===== src/hw/rtl/kmnp_pkg.sv =====
// Shared types and constants for the keypad matrix new-press scanner.
package kmnp_pkg;

    localparam int ROW_FIELD_W   = 5;
    localparam int COL_W         = 4;
    localparam int ROW_CODE_W    = 3;
    localparam int CODE_W        = ROW_CODE_W + COL_W;
    localparam int MAX_COLUMNS   = 16;
    localparam int DEF_COLUMNS   = 16;
    localparam int DEF_ROWS      = 5;
    localparam int IN_TDATA_W    = 8;
    localparam int OUT_TDATA_W   = 8;

    localparam logic FUNC_SAMPLE = 1'b0;
    localparam logic FUNC_FORGET = 1'b1;

    typedef struct packed {
        logic                   func;
        logic [ROW_FIELD_W-1:0] row_levels;
    } item_t;

    typedef struct packed {
        logic              key_found;
        logic [CODE_W-1:0] key_code;
    } result_t;

endpackage


===== src/hw/rtl/kmnp_in_stage.sv =====
// Input register stage that holds one accepted item until the scan logic takes it.
module kmnp_in_stage
(
    input  logic            clk,
    input  logic            rst_n,
    input  logic            in_valid,
    output logic            in_ready,
    input  kmnp_pkg::item_t in_item,
    input  logic            advance,
    output logic            valid,
    output kmnp_pkg::item_t item
);

    logic            valid_reg;
    logic            valid_next;
    kmnp_pkg::item_t item_reg;
    logic            accept;

    assign in_ready = !valid_reg || advance;
    assign accept   = in_valid && in_ready;

    always_comb
    begin
        if (accept)
        begin
            valid_next = 1'b1;
        end
        else if (advance)
        begin
            valid_next = 1'b0;
        end
        else
        begin
            valid_next = valid_reg;
        end
    end

    always_ff @(posedge clk or negedge rst_n)
    begin
        if (!rst_n)
        begin
            valid_reg <= 1'b0;
        end
        else
        begin
            valid_reg <= valid_next;
        end
    end

    always_ff @(posedge clk)
    begin
        if (accept)
        begin
            item_reg <= in_item;
        end
    end

    assign valid = valid_reg;
    assign item  = item_reg;

endmodule


===== src/hw/rtl/kmnp_detect.sv =====
// Column tracking, previous-state store and new-press detection for one scan.
module kmnp_detect
#(
    parameter int COLUMNS = kmnp_pkg::DEF_COLUMNS,
    parameter int ROWS    = kmnp_pkg::DEF_ROWS
)
(
    input  logic              clk,
    input  logic              rst_n,
    input  logic              step,
    input  kmnp_pkg::item_t   item,
    output logic              last_col,
    output kmnp_pkg::result_t result
);

    localparam int RW = kmnp_pkg::ROW_FIELD_W;
    localparam int CW = kmnp_pkg::COL_W;
    localparam int KW = kmnp_pkg::CODE_W;
    localparam int RCW = kmnp_pkg::ROW_CODE_W;
    localparam logic [RW-1:0] ROW_MASK =
        (ROWS >= RW) ? {RW{1'b1}} : RW'((32'd1 << ROWS) - 32'd1);
    localparam logic [CW-1:0] LAST_COL = CW'(COLUMNS - 1);

    logic [RW-1:0] prev_reg [kmnp_pkg::MAX_COLUMNS];
    logic [RW-1:0] prev_next [kmnp_pkg::MAX_COLUMNS];
    logic [CW-1:0] col_reg;
    logic [CW-1:0] col_next;
    logic [KW-1:0] best_reg;
    logic [KW-1:0] best_next;
    logic          found_reg;
    logic          found_next;

    logic [RW-1:0]  now_rows;
    logic [RW-1:0]  fresh;
    logic           hit;
    logic [RCW-1:0] hit_row;
    logic [KW-1:0]  scan_best;
    logic           scan_found;

    assign last_col = (col_reg == LAST_COL);
    assign now_rows = ~item.row_levels & ROW_MASK;
    assign fresh    = now_rows & ~prev_reg[col_reg];

    // The highest new row in this column wins.
    always_comb
    begin
        hit     = 1'b0;
        hit_row = '0;
        for (int r = 0; r < RW; r++)
        begin
            if (fresh[r])
            begin
                hit     = 1'b1;
                hit_row = RCW'(r);
            end
        end
    end

    assign scan_best       = hit ? {hit_row, col_reg} : best_reg;
    assign scan_found      = found_reg || hit;
    assign result.key_found = scan_found;
    assign result.key_code  = scan_found ? scan_best : '0;

    always_comb
    begin
        prev_next  = prev_reg;
        col_next   = col_reg;
        best_next  = best_reg;
        found_next = found_reg;
        if (step)
        begin
            if (item.func == kmnp_pkg::FUNC_FORGET)
            begin
                for (int c = 0; c < kmnp_pkg::MAX_COLUMNS; c++)
                begin
                    prev_next[c] = '0;
                end
            end
            else
            begin
                prev_next[col_reg] = now_rows;
                if (last_col)
                begin
                    col_next   = '0;
                    best_next  = '0;
                    found_next = 1'b0;
                end
                else
                begin
                    col_next   = col_reg + 1'b1;
                    best_next  = scan_best;
                    found_next = scan_found;
                end
            end
        end
    end

    always_ff @(posedge clk or negedge rst_n)
    begin
        if (!rst_n)
        begin
            for (int c = 0; c < kmnp_pkg::MAX_COLUMNS; c++)
            begin
                prev_reg[c] <= '0;
            end
            col_reg   <= '0;
            best_reg  <= '0;
            found_reg <= 1'b0;
        end
        else
        begin
            prev_reg  <= prev_next;
            col_reg   <= col_next;
            best_reg  <= best_next;
            found_reg <= found_next;
        end
    end

endmodule


===== src/hw/rtl/kmnp_out_stage.sv =====
// Output register that holds one scan result until it is taken.
module kmnp_out_stage
(
    input  logic              clk,
    input  logic              rst_n,
    input  logic              load,
    input  kmnp_pkg::result_t load_result,
    output logic              free,
    output logic              out_valid,
    input  logic              out_ready,
    output kmnp_pkg::result_t out_result
);

    logic              valid_reg;
    logic              valid_next;
    kmnp_pkg::result_t result_reg;

    assign free = !valid_reg || out_ready;

    always_comb
    begin
        if (load)
        begin
            valid_next = 1'b1;
        end
        else if (out_ready)
        begin
            valid_next = 1'b0;
        end
        else
        begin
            valid_next = valid_reg;
        end
    end

    always_ff @(posedge clk or negedge rst_n)
    begin
        if (!rst_n)
        begin
            valid_reg <= 1'b0;
        end
        else
        begin
            valid_reg <= valid_next;
        end
    end

    always_ff @(posedge clk)
    begin
        if (load)
        begin
            result_reg <= load_result;
        end
    end

    assign out_valid  = valid_reg;
    assign out_result = result_reg;

endmodule


===== src/hw/rtl/keypad_matrix_new_press_scanner.sv =====
// Top level of the keypad matrix new-press scanner.
//
// Channel   Direction  Item
// s_axis    in         one column sample (tdata) or a forget-history command (tuser)
// m_axis    out        one scan result after the final column: key code and found flag
//
// One item is accepted every cycle unless a final-column sample is held back by a result waiting
// on m_axis_tready; m_axis_tvalid rises as that sample moves from the input to the output register.
// Reset clears the previous-press store, the column counter and the valid flags of both registers.
// While a result waits on m_axis_tready, one further item is held in the input
// register; sample and forget items that produce no result still pass freely.
module keypad_matrix_new_press_scanner
#(
    parameter int COLUMNS = kmnp_pkg::DEF_COLUMNS,
    parameter int ROWS    = kmnp_pkg::DEF_ROWS
)
(
    input  logic                                 clk,
    input  logic                                 rst_n,
    input  logic                                 s_axis_tvalid,
    output logic                                 s_axis_tready,
    // Fields from bit 0: row_levels[4:0], zero fill.
    input  logic [kmnp_pkg::IN_TDATA_W-1:0]      s_axis_tdata,
    // Fields from bit 0: func.
    input  logic                                 s_axis_tuser,
    output logic                                 m_axis_tvalid,
    input  logic                                 m_axis_tready,
    // Fields from bit 0: key_code[6:0], zero fill.
    output logic [kmnp_pkg::OUT_TDATA_W-1:0]     m_axis_tdata,
    // Fields from bit 0: key_found.
    output logic                                 m_axis_tuser
);

    kmnp_pkg::item_t   in_item;
    kmnp_pkg::item_t   held_item;
    kmnp_pkg::result_t scan_result;
    kmnp_pkg::result_t out_result;
    logic              held_valid;
    logic              advance;
    logic              last_col;
    logic              produces;
    logic              out_free;

    assign in_item.func       = s_axis_tuser;
    assign in_item.row_levels = s_axis_tdata[kmnp_pkg::ROW_FIELD_W-1:0];

    assign produces = (held_item.func == kmnp_pkg::FUNC_SAMPLE) && last_col;
    assign advance  = held_valid && (!produces || out_free);

    kmnp_in_stage u_in_stage
    (
        .clk      (clk),
        .rst_n    (rst_n),
        .in_valid (s_axis_tvalid),
        .in_ready (s_axis_tready),
        .in_item  (in_item),
        .advance  (advance),
        .valid    (held_valid),
        .item     (held_item)
    );

    kmnp_detect
    #(
        .COLUMNS (COLUMNS),
        .ROWS    (ROWS)
    )
    u_detect
    (
        .clk      (clk),
        .rst_n    (rst_n),
        .step     (advance),
        .item     (held_item),
        .last_col (last_col),
        .result   (scan_result)
    );

    kmnp_out_stage u_out_stage
    (
        .clk         (clk),
        .rst_n       (rst_n),
        .load        (advance && produces),
        .load_result (scan_result),
        .free        (out_free),
        .out_valid   (m_axis_tvalid),
        .out_ready   (m_axis_tready),
        .out_result  (out_result)
    );

    assign m_axis_tdata = kmnp_pkg::OUT_TDATA_W'(out_result.key_code);
    assign m_axis_tuser = out_result.key_found;

endmodule


===== config.mk =====
export PLATFORM = sky130hd
export DESIGN_NAME = keypad_matrix_new_press_scanner
export DESIGN_NICKNAME = d
export VERILOG_FILES = /design/src/hw/rtl/kmnp_pkg.sv /design/src/hw/rtl/kmnp_in_stage.sv /design/src/hw/rtl/kmnp_detect.sv /design/src/hw/rtl/kmnp_out_stage.sv /design/src/hw/rtl/keypad_matrix_new_press_scanner.sv
export SDC_FILE = /design/constraint.sdc
export NUM_CORES = 1
export LEC_CHECK = 0
export ABC_AREA = 1
export BUFFER_PORTS_ARGS = -buffer_cell sky130_fd_sc_hd__clkbuf_2
export CORE_MARGIN = 5
export CORE_UTILIZATION = 55
export CTS_CLUSTER_SIZE = 8
export DETAILED_ROUTE_END_ITERATION = 10
export GPL_ROUTABILITY_DRIVEN = 0
export PLACE_DENSITY = 0.8
export SYNTH_ARGS = -nofsm -noshare
export SYNTH_HDL_FRONTEND = slang
export SYNTH_SLANG_ARGS = --single-unit

===== constraint.sdc =====
create_clock -name clk -period 2 [get_ports clk]
set_input_delay 0.1 -clock clk [delete_from_list [all_inputs] [get_ports clk]]
set_output_delay 0.1 -clock clk [all_outputs]
set_load 0.02 [all_outputs]

==> Word level (Yosys, flattened, before mapping) <==
Index checks and enable logic that the tools add are counted.
{ "word_totals": {"regBits": 108, "input_bits": 13, "out_inout_bits": 11} }
{ "classes": {"bitwise_logic": 5, "n_mux": 24, "addsub": 1, "n_reduce_logical": 15, "n_lt_le_gt_ge": 2, "n_eq_ne": 1} }
{ "op_table": {"columns": ["cell", "count"], "rows": [
  ["$bwmux 80", 1],
  ["$mux 80", 1],
  ["$bmux 5 s4", 1],
  ["$demux 5 s4", 1],
  ["$mux 5", 3],
  ["$mux 7", 2],
  ["$mux 1", 11],
  ["$not 5->5", 2],
  ["$mux 3", 3],
  ["$and 5x5->5", 1],
  ["$ge 5x5->1 const B", 1],
  ["$logic_and 1x1->1", 5],
  ["$lt 5x1->1 const B", 1],
  ["$not 4->5", 1],
  ["$add 4x1->4 const B", 1],
  ["$eq 4x4->1 const B", 1],
  ["$logic_or 1x1->1", 4],
  ["$mux 4", 1],
  ["$reduce_bool 2->1", 2],
  ["$logic_not 1->1", 3],
  ["$reduce_and 2->1", 1],
  ["$not 1->1", 1]
]} }

==> Depth between registers and ports, before layout <==
{ "depth": {"word_depth": 13, "mapped_depth": 17, "ltp_nobuf": 15} }

==> Modules after synthesis <==
A second synthesis with hierarchy kept.
{ "hier_totals": {"hier_cells": 608, "area_unflattened_um2": 5153.7} }
{ "by_module_without_submodules": {"columns": ["module", "cells_per_inst", "instances", "area_each_um2"], "rows": [
  ["kmnp_detect", 574, 1, 4601.9],
  ["kmnp_out_stage", 13, 1, 285.3],
  ["kmnp_in_stage", 12, 1, 225.2],
  ["keypad_matrix_new_press_scanner", 9, 1, 41.3]
]} }

==> Worst setup path after synthesis <==
OpenSTA, ideal clock, no wires.
{ "synth_path": {"path_type": "reg-to-reg", "from": "register u_detect.col_reg[1]", "to": "register u_out_stage.result_reg, in the netlist u_out_stage.out_result[0], enable pin", "path_slack_ps": 123, "synth_period_minus_slack_ps": 1877, "setup_ps": 328, "path_stages_with_launch": 11, "arrival_ps": 1549, "cell_sequence": "dfrtp_1 -> ha_1 -> inv_1 -> nor2_1 -> inv_1 -> nor3_2 -> inv_1 -> nand3_2 -> nor2_1 -> nand2_1 -> inv_1"} }
{ "synth_via": {"elab_chain_len": 6} }
{ "synth_rtl": {"columns": ["element", "line_no", "rtl"], "rows": [
  ["from (decl)", "kmnp_detect.sv:26", "logic [CW-1:0] col_reg;"],
  ["from (signal assigned)", "kmnp_detect.sv:113", "col_reg <= col_next;"],
  ["$eq 4x4->1 (*)", "kmnp_detect.sv:40", "assign last_col = (col_reg == LAST_COL);"],
  ["$logic_and 1x1->1 (*)", "keypad_matrix_new_press_scanner.sv:47", "assign produces = (held_item.func == kmnp_pkg::FUNC_SAMPLE) && last_col;"],
  ["$logic_not 1->1", "keypad_matrix_new_press_scanner.sv:48", "assign advance = held_valid && (!produces || out_free);"],
  ["$logic_or 1x1->1", "keypad_matrix_new_press_scanner.sv:48", null],
  ["$logic_and 1x1->1", "keypad_matrix_new_press_scanner.sv:48", null],
  ["$logic_and 1x1->1 (*)", "keypad_matrix_new_press_scanner.sv:81", ".load (advance && produces),"],
  ["via u_out_stage.load", "kmnp_out_stage.sv:6", "input logic load,"],
  ["to (signal assigned)", "kmnp_out_stage.sv:52", "result_reg <= load_result;"],
  ["to (decl)", "kmnp_out_stage.sv:16", "kmnp_pkg::result_t result_reg;"]
]} }
The timed path passes the listed nets; every way through them passes the cells marked *.
A chain may end at the register's enable or synchronous reset.

==> Final worst setup path <==
{ "layout_path": {"from": "register u_detect.col_reg[0]", "to": "register u_out_stage.result_reg, in the netlist u_out_stage.out_result[2], data pin"} }
{ "layout_via": {"elab_chain_len": 12, "elab_cells_between_ends": 13} }
{ "layout_rtl": {"columns": ["element", "line_no", "rtl"], "rows": [
  ["$not 4->5 (not written as such) (*)", "kmnp_detect.sv:42", "assign fresh = now_rows & ~prev_reg[col_reg];"],
  ["$bmux 5 s4 (*)", "kmnp_detect.sv:42", null],
  ["$mux 5 (not written as such) (*) (2 in a row)", "kmnp_detect.sv:42", null],
  ["$not 5->5 (*)", "kmnp_detect.sv:42", null],
  ["$and 5x5->5 (*)", "kmnp_detect.sv:42", null],
  ["$mux 1 (4 in a row)", "kmnp_detect.sv:51", "if (fresh[r])"],
  ["$mux 1 (*)", "kmnp_detect.sv:51", null],
  ["$mux 7 / $logic_or 1x1->1 (equally long branches)", "kmnp_detect.sv:59, kmnp_detect.sv:60", null]
]} }
Every way passes the cells marked *; elsewhere a longest branch is shown, timed or not. The select of a mux whose other input is x is not followed.

==> results_dict.tcl <==
set metrics [dict create \
    status "complete, but fails checks" \
    violations "setup timing" \
    vias_per_cell 5.81 \
    finalCritPeriodShare_pct 101 \
    max_freq_mhz 495 \
    syn_nets 679 \
    die_h_microns 110 \
    power_switching_mw 2.91 \
    cts_root_buffer "clkbuf_8" \
    ys_types 31 \
    max-cap-violations 0 \
    max_slew_margin_pct 63.5 \
    first_global_vias 4741 \
    p_comb_share_pct 42.7 \
    cts.sinks 108 \
    synth_warnings 0 \
    startpoint_type "flop" \
    synth_area_sq_um 5480 \
    powerDensity_nw_per_um2 1140 \
    ant_nets 0 \
    port_buffers 19 \
    layout_commonest_cell "nand2_1" \
    vias 4921 \
    grt_max_degree 42 \
    synth.top_cell.area_share_pct 42.9 \
    leakage_nw 3.06 \
    finalSetupViolCount 2 \
    insertion_delay_ns 0.38 \
    wl_per_cell_microns 16.7 \
    hold_depth 4 \
    fin_cells 847 \
    ios 24 \
    arrival_ns 2.16 \
    max-clock-path-buffers 2 \
    cts_buffers 9 \
    drive_gt1_share_pct 16.5 \
    yosys.area.top_type "dfrtp_1" \
    skew_ns 0.0143 \
    syn_avg_cell_area_sq_um 8.28 \
    rr_worst_depth 13 \
    grt_overflow 0 \
    ir_worst_vdd_v 0.000548 \
    cts_tree "done" \
    tightest_slew_ns 0.547 \
    largest_reg_flops 80 \
    finalHoldViolations 0 \
    p_seq_share_pct 39.0 \
    synthToLayoutAreaGrowth_pct 15.9 \
    min_period_ns 2.02 \
    routed_wirelength_mm 14.2 \
    layout_common_cells "163 x nand2_1, 108 x inv_1, 92 x dfrtp_1, 69 x nand3_1, 53 x o32ai_1" \
    clkTransAtPathRegs_ns 0.10 \
    grt_usage_pct 24.7 \
    netlist_instances 662 \
    dp_cells 816 \
    synth-seq-cells 108 \
    switching_share_pct 40.2 \
    worstSetupPathType "reg -> reg" \
    fp.coreArea_sq_um 9730 \
    drc 0 \
    antenna_cells 0 \
    rows 36 \
    whs_ns 0.0699 \
    cp_max_fo 11 \
    timing.final.ws_setup_ns -0.0195 \
    power_mw 7.22 \
    initial_core_util_pct 56.3 \
    critPathCaptureType "flop" \
    die_w_microns 110 \
    place_hpwl_mm 9.42 \
    grt_setup_unrepaired "yes" \
    synthTopCellsByArea "dfrtp_1 43%, nand2_1 11%, o32ai_1 8.8%" \
    dieArea_sq_um 12100 \
    cts_max_level 3 \
    drt-initial-drc-count 465 \
    slew_viol_final 0 \
    required_ns 2.14 \
    ys_seq_area_share_pct 50.6 \
    nNetsFinal 726 \
    dr.pass1.iters 5 \
    clkPwrFrac_pct 18.4 \
    hp-class "in -> reg" \
    p_int_mw 4.32 \
    grt_first_pass_wirelength_mm 23.1 \
    antenna_found_initial 0 \
]
synthesized netlist by cell type:
cell / instances
buf_4: 1
nor3_1: 1
inv_2: 5
buf_6: 5
inv_1: 111
buf_1: 1
a21oi_1: 21
inv_4: 1
xor2_1: 1
o32ai_1: 55
clkbuf_1: 10
dfrtp_1: 94
o22ai_1: 4
nand2_4: 1
o211ai_1: 6
nor2_2: 1
o21ai_1: 1
nor2_4: 2
nor3_2: 1
nand3_1: 69
conb_1: 1
nor3b_1: 1
nor2_1: 37
o21ai_0: 29
buf_2: 15
ha_1: 4
edfxtp_1: 14
nand2_1: 165
nor2_8: 1
nand2_2: 3
nand3_2: 1
critical path, stage by stage (launching register included):
cell and delay [ns]:
dfrtp_2 0.48, buf_4 0.20, nand2_1 0.07, nand3_1 0.09
nand3_1 0.11, nand2_1 0.06, inv_1 0.06, nand2_1 0.07
nor2_2 0.20, nor2_4 0.09, nand2_4 0.12, nand2_1 0.10
nand2_1 0.10, nor2_1 0.04
through the flow:
step                instance area (sq um)  worst slack [ns]  util, %  setup TNS (ns)
floorplan                            5480             0.123        -               0
global placement                     5890           -0.0778     60.6          -0.537
detailed placement                   5890            -0.190     60.6           -3.19
CTS                                  6240          0.000127     64.1               0
global route                         6350            -0.110     65.3          -0.861
finish                               6350           -0.0195     65.3         -0.0264
routing by layer:
metal	GRT usage, %	wire (microns)
met3	3.70	1060
met4	9.17	370
met5	0	0
met1	34.2	5950
met2	39.4	6770
timing repair:
| action | in CTS | in global routing |
|---|---|---|
| pin swaps | 2 | 5 |
| setup endpoints to repair | 36 | 99 |
| gates resized for setup | 10 | 29 |
| gates cloned | 2 | 1 |
| buffers inserted | 4 | 0 |
| hold buffers | 8 | 0 |
| endpoints found under the hold margin | 46 | 0 |
worst paths after layout:
kind | to | slack [ns] | startpoint
min in group asynchronous | u_detect.prev_reg[23]$_DFFE_PN0P_ | 0.25 | rst_n
max in group asynchronous | u_detect.prev_reg[10]$_DFFE_PN0P_ | 1.03 | rst_n
min | u_out_stage.out_valid$_DFFE_PN0P_ | 0.07 | m_axis_tready
max reg2reg | u_out_stage.out_result[2]$_SDFFCE_PN0P_ | -0.02 | u_detect.col_reg[0]$_DFFE_PN0P_
max | u_out_stage.out_result[2]$_SDFFCE_PN0P_ | -0.02 | u_detect.col_reg[0]$_DFFE_PN0P_
min reg2reg | u_detect.best_reg[2]$_DFFE_PN0P_ | 0.49 | u_detect.best_reg[2]$_DFFE_PN0P_
cell families after synthesis:
family / after synthesis / share of synthesized area, %
flops: 108 / 50.6
xor+xnor: 1 / 0.160
fa+ha+maj: 4 / 0.913
compound gates: 116 / 14.7
simple gates: 283 / 22.2
other cells: 1 / 0.0684
buf+inv: 149 / 11.3
power by group through the flow:
stage / registers (mW) / clock network [mW] / logic, mW
final: 2.82 / 1.33 / 3.08
after global routing: 2.84 / 1.41 / 3.41
after CTS: 2.81 / 1.34 / 2.93
after detailed placement: 2.85 / 0 / 2.78
after global placement: 2.83 / 0 / 2.70
after floorplan: 2.80 / 0 / 1.95
area by class of cell:
type,count,area [sq um]
clock buffer,14,184
clock inverter,2,13.8
fill,809,3380
inverter,117,449
multi-input combinational,405,2170
sequential,108,2780
tap,133,166
timing repair buffer,65,569
timing repair inverter,3,22.5
No activity file was read; power rests on OpenSTA's default activity.
